[config.mk]
export PLATFORM = sky130hd
export DESIGN_NAME = mfq_fifo
export DESIGN_NICKNAME = d
export VERILOG_FILES = /design/src/rtl/mfq_pkg.sv /design/src/rtl/mfq_fifo.sv
export SDC_FILE = /design/constraint.sdc
export NUM_CORES = 2
export LEC_CHECK = 0
export BUFFER_PORTS_ARGS = -buffer_cell sky130_fd_sc_hd__buf_2
export CELL_PAD_IN_SITES_DETAIL_PLACEMENT = 0
export CELL_PAD_IN_SITES_GLOBAL_PLACEMENT = 1
export CORE_MARGIN = 2
export CORE_UTILIZATION = 55
export DETAILED_ROUTE_END_ITERATION = 6
export PLACE_DENSITY = 0.9
export SYNTH_ARGS = -nofsm -noshare
export SYNTH_HDL_FRONTEND = slang
export SYNTH_SLANG_ARGS = --single-unit
[constraint.sdc]
create_clock -name i_clk -period 9.1 [get_ports i_clk]
set_clock_uncertainty 0.05 [all_clocks]
set_input_delay 1.82 -clock i_clk [delete_from_list [all_inputs] [get_ports i_clk]]
set_output_delay 1.82 -clock i_clk [all_outputs]
set_load 0.03 [all_outputs]
[src/rtl/mfq_pkg.sv]
package mfq_pkg;

    localparam int QW   = 16;
    localparam int TIMW = 32;

    typedef enum logic [0:0] {
        MODE_ADMIT    = 1'b0,
        MODE_DISPATCH = 1'b1
    } t_mode;

    typedef enum logic [1:0] {
        ST_OK     = 2'd0,
        ST_REJECT = 2'd1,
        ST_EMPTY  = 2'd2
    } t_status;

    localparam logic [1:0] LVL_0 = 2'd0;
    localparam logic [1:0] LVL_1 = 2'd1;
    localparam logic [1:0] LVL_2 = 2'd2;

    localparam logic [1:0] CFG_Q0 = 2'd0;
    localparam logic [1:0] CFG_Q1 = 2'd1;
    localparam logic [1:0] CFG_Q2 = 2'd2;

    typedef enum logic [2:0] {
        S_IDLE,
        S_ADMIT,
        S_POP,
        S_TREAD,
        S_EXEC,
        S_TURN,
        S_DONE
    } t_state;

    typedef struct packed {
        logic        mode;
        logic [6:0]  task_id;
        logic [31:0] arrival_time;
        logic [15:0] burst_time;
        logic        io_event;
        logic [1:0]  low_queue_pick;
    } t_in_item;

    typedef struct packed {
        logic [6:0]  served_task;
        logic [15:0] ran_time;
        logic        finished;
        logic [31:0] finish_time;
        logic [31:0] turnaround;
        logic [31:0] waiting;
        logic [1:0]  level;
        logic [1:0]  status;
    } t_out_item;

    // One row of the task table
    typedef struct packed {
        logic [31:0] arrival;
        logic [15:0] burst;
        logic [15:0] remaining;
        logic [1:0]  level;
    } t_task_rec;

    // Queue commands from the sequencer
    typedef struct packed {
        logic       push;
        logic [1:0] push_lv;
        logic       pop;
        logic [1:0] pop_lv;
    } t_fifo_cmd;

endpackage

[src/rtl/mfq_fifo.sv]
module mfq_fifo #(
    parameter int MAX_TASKS = 128,
    localparam int TW = $clog2(MAX_TASKS)
) (
    input  logic              i_clk,
    input  logic              i_rst_n,
    input  mfq_pkg::t_fifo_cmd i_cmd,
    input  logic [TW-1:0]     i_push_task,
    output logic [TW-1:0]     o_pop_task,
    output logic [2:0]        o_nonempty
);
    import mfq_pkg::*;

    localparam int CW = $clog2(MAX_TASKS + 1);

    logic [TW-1:0] r_slot [3][MAX_TASKS];
    logic [TW-1:0] r_head [3];
    logic [TW-1:0] r_tail [3];
    logic [CW-1:0] r_count [3];
    logic [2:0]    push_hit;
    logic [2:0]    pop_hit;

    // Decode per-level push and pop
    always_comb begin
        for (int l = 0; l < 3; l++) begin
            push_hit[l] = i_cmd.push && (i_cmd.push_lv == 2'(l))
                          && (r_count[l] < CW'(MAX_TASKS));
            pop_hit[l]  = i_cmd.pop && (i_cmd.pop_lv == 2'(l));
            o_nonempty[l] = (r_count[l] != '0);
        end
    end

    // Slot memory: one write, one registered read
    always_ff @(posedge i_clk) begin
        if (|push_hit) begin
            r_slot[i_cmd.push_lv][r_tail[i_cmd.push_lv]] <= i_push_task;
        end
        if (i_cmd.pop) begin
            o_pop_task <= r_slot[i_cmd.pop_lv][r_head[i_cmd.pop_lv]];
        end
    end

    // Advance pointers and counts
    always_ff @(posedge i_clk) begin
        for (int l = 0; l < 3; l++) begin
            if (!i_rst_n) begin
                r_head[l]  <= '0;
                r_tail[l]  <= '0;
                r_count[l] <= '0;
            end else begin
                if (push_hit[l]) begin
                    r_tail[l] <= (r_tail[l] == TW'(MAX_TASKS - 1)) ? '0 : r_tail[l] + 1'b1;
                end
                if (pop_hit[l]) begin
                    r_head[l] <= (r_head[l] == TW'(MAX_TASKS - 1)) ? '0 : r_head[l] + 1'b1;
                end
                if (push_hit[l] && !pop_hit[l]) begin
                    r_count[l] <= r_count[l] + 1'b1;
                end else if (pop_hit[l] && !push_hit[l]) begin
                    r_count[l] <= r_count[l] - 1'b1;
                end
            end
        end
    end

endmodule

==> results.yml <==
clocking:
  clkTransAtPathRegs_ps: 60
  clockRootBuffer: "clkbuf_16"
  cts.sinks: 2761
  post_cts_buffers: 0
  ctsHoldBuffers: 0
  cts_buffers: 291
  htreeDepth: 5
  clock_latency_ps: 940
  cts_tree: "built"
  cts_max_path_buffers: 4
  cts_resized: 0
drt:
  drt_iter0_drc: 13627
  dr.pass1.iters: 7
  avgRoutedWirePerCell_um: 34.42
  avgViaCountPerCell: 6.957
  drc: 0
  antenna_left: 0
  vias: 72309
  drt_wl_total_mm: 357.7
critical_path:
  r2r_slack_ps: 3460
  critPathKind: "in2reg"
  cp-end-kind: "flop"
  r2r_start: "r_head[1][2]"
  startpoint: "i_cmd[0]"
  crit_path_max_fanout: 73
  start_kind: "input pin"
  arrival_ps: 6850
  cp.required_ps: 9680
timing:
  drv_slew: 18
  rsz0062_at_grt: "no"
  max_freq_ghz: 0.1595
  setup_violations: 0
  setup_tns_ps: 0
  hold_violations: 0
  period_share: 0.6888
  relSlewSlack: -0.1566
  worstMarginPinSlew_ps: 1719
  finalWorstPathRequiredPeriod_ps: 6268
  hold_slack_ps: 567.4
  setup_ws_ps: 2832
power_and_ir_drop:
  power.switching_mw: 6.527
  fin_total_pwr_mw: 27.42
  p_leak_nw: 40.21
  switching_share: 0.2380
  internal-power_mw: 20.89
  peakVddDrop_mv: 0.1318
  power.share.clock: 0.407
  sequentialPowerShare: 0.513
  combPwrFrac: 0.079
  power_density_mw_per_mm2: 220.4
yosys:
  syn_area_mm2: 0.1125
  synth.top_cell.area_share: 0.7368
  syn_inst: 7477
  async_reset_ff_frac: 0
  synth_area_leaders: "edfxtp_1 (74%), mux2i_1 (5.8%), nand2_1 (3.0%)"
  synth-edff-count: 2761
  synth-seq-area-share: 0.7368
  syn_area_per_cell_um2: 15.05
  synth.distinct_cells: 89
  ys_seq_elements: 2761
  synth_most_common_cell: "edfxtp_1"
  syn_nets: 7511
  yosys_warnings: 0
  synth_largest_area_cell: "edfxtp_1"
  ys.flop_type: "edfxtp_1"
  synth_common_cells: "edfxtp_1 (2761), nand2_1 (914), mux2i_1 (650), nor2_1 (557), a21oi_1 (269)"
floorplanning:
  die_w_um: 456.3
  fp-row-count: 166
  die_y_um: 456.3
  io_pins: 25
  core-area_mm2: 0.2040
  initial_core_util: 0.5517
  die-area_mm2: 0.2082
global_route:
  grt_pass1_wl_mm: 501.5
  grt-ovfl-total: 0
  grt_max_degree: 192
  gr-usage-all-layers: 0.3360
  antenna_found_initial: 36
  grt_pass1_vias: 68948
worst_hold_path:
  hp-class: "reg2reg"
  hp-start: "r_tail[0][0]"
finish:
  final_area_mm2: 0.1244
  area_growth_pct: 10.56
  layout.nets: 7529
  drive_gt1_frac: 0.1079
place:
  dpl-instance-area_mm2: 0.1156
  dpl.hpwl_mm: 215.7
  place_congestion: 1.003
  dp_slack_ps: 2388
  io_buffers: 24
status:
  violations: "capacitance limit, slew limit"
  outcome: "finished with violations"
job:
  maxCapViolCount: 3
## area by class of cell
class	instances	area, µm²
Timing Repair Buffer	213	1929
Clock inverter	142	1047
Fill cell	14539	79560
Inverter	22	90.09
Sequential cell	2761	82910
Clock buffer	349	7649
Tap cell	2688	3363
Antenna cell	12	30.03
Multi-Input combinational cell	4206	27380
## routing by layer
metal | track usage | vias to the layer above | part of all wire
met1 | 0.4357 | 35281 | 0.33
met5 | 0 | - | 0.00092
met4 | 0.2079 | 50 | 0.074
met2 | 0.4823 | 6601 | 0.43
met3 | 0.1243 | 1406 | 0.17
li1 | - | 28971 | -
## registers in the layout, summed over array words and instances (netlist names)
signal and cells:
r_count 24, o_pop_task 7, r_slot 2688, r_tail 21, r_head 21
## through the flow
stage,instances,util
after global routing,10384,0.6098
after floorplan,7477,-
after detailed placement,9888,0.5670
after global placement,9888,0.5670
final,10393,0.6099
after CTS,10379,0.6096
## cell usage in the layout, fill, tap and decap left out, types with 102 or more instances in the layout
master	n
mux2i_1	649
mux2_2	115
edfxtp_1	2761
a211oi_1	118
nor2_1	552
nand3_1	240
clkbuf_16	298
a31oi_1	102
nor3_1	148
o211ai_1	166
nand2_1	911
buf_4	163
a21oi_1	269
o21ai_0	221
## worst max-delay path, cell delays in order
cell	delay, ps
buf_8	310
buf_12	430
mux2i_4	410
a21oi_4	220
nand2_2	960
buf_4	380
o21ai_0	120
a31oi_1	470
a211oi_1	220
a311oi_1	1120
nor4_1	160
## cell families after synthesis
family,synth area share
flops,0.7368
xor+xnor,0.003425
mux,0.08380
buf+inv,0.02178
compound gates,0.07479
fa+ha+maj,0.002180
simple gates,0.07717
## power by group through the flow
| stage | clock network (mW) | logic, mW | registers, mW |
|---|---|---|---|
| global placement | 0 | 2.00 | 14.3 |
| global route | 11.6 | 2.16 | 14.1 |
| floorplan | 0 | 1.01 | 14.3 |
| detailed placement | 0 | 2.03 | 14.3 |
| CTS | 11.1 | 2.04 | 14.1 |
| finish | 11.2 | 2.17 | 14.1 |
## final timing paths
path,cells past startpoint,to
hold reg to reg,1,r_tail[0][0]
setup / recovery,11,o_pop_task[0]
setup reg to reg,10,o_pop_task[0]
hold / removal,1,r_tail[0][0]
(Power assumes the default switching activity.)
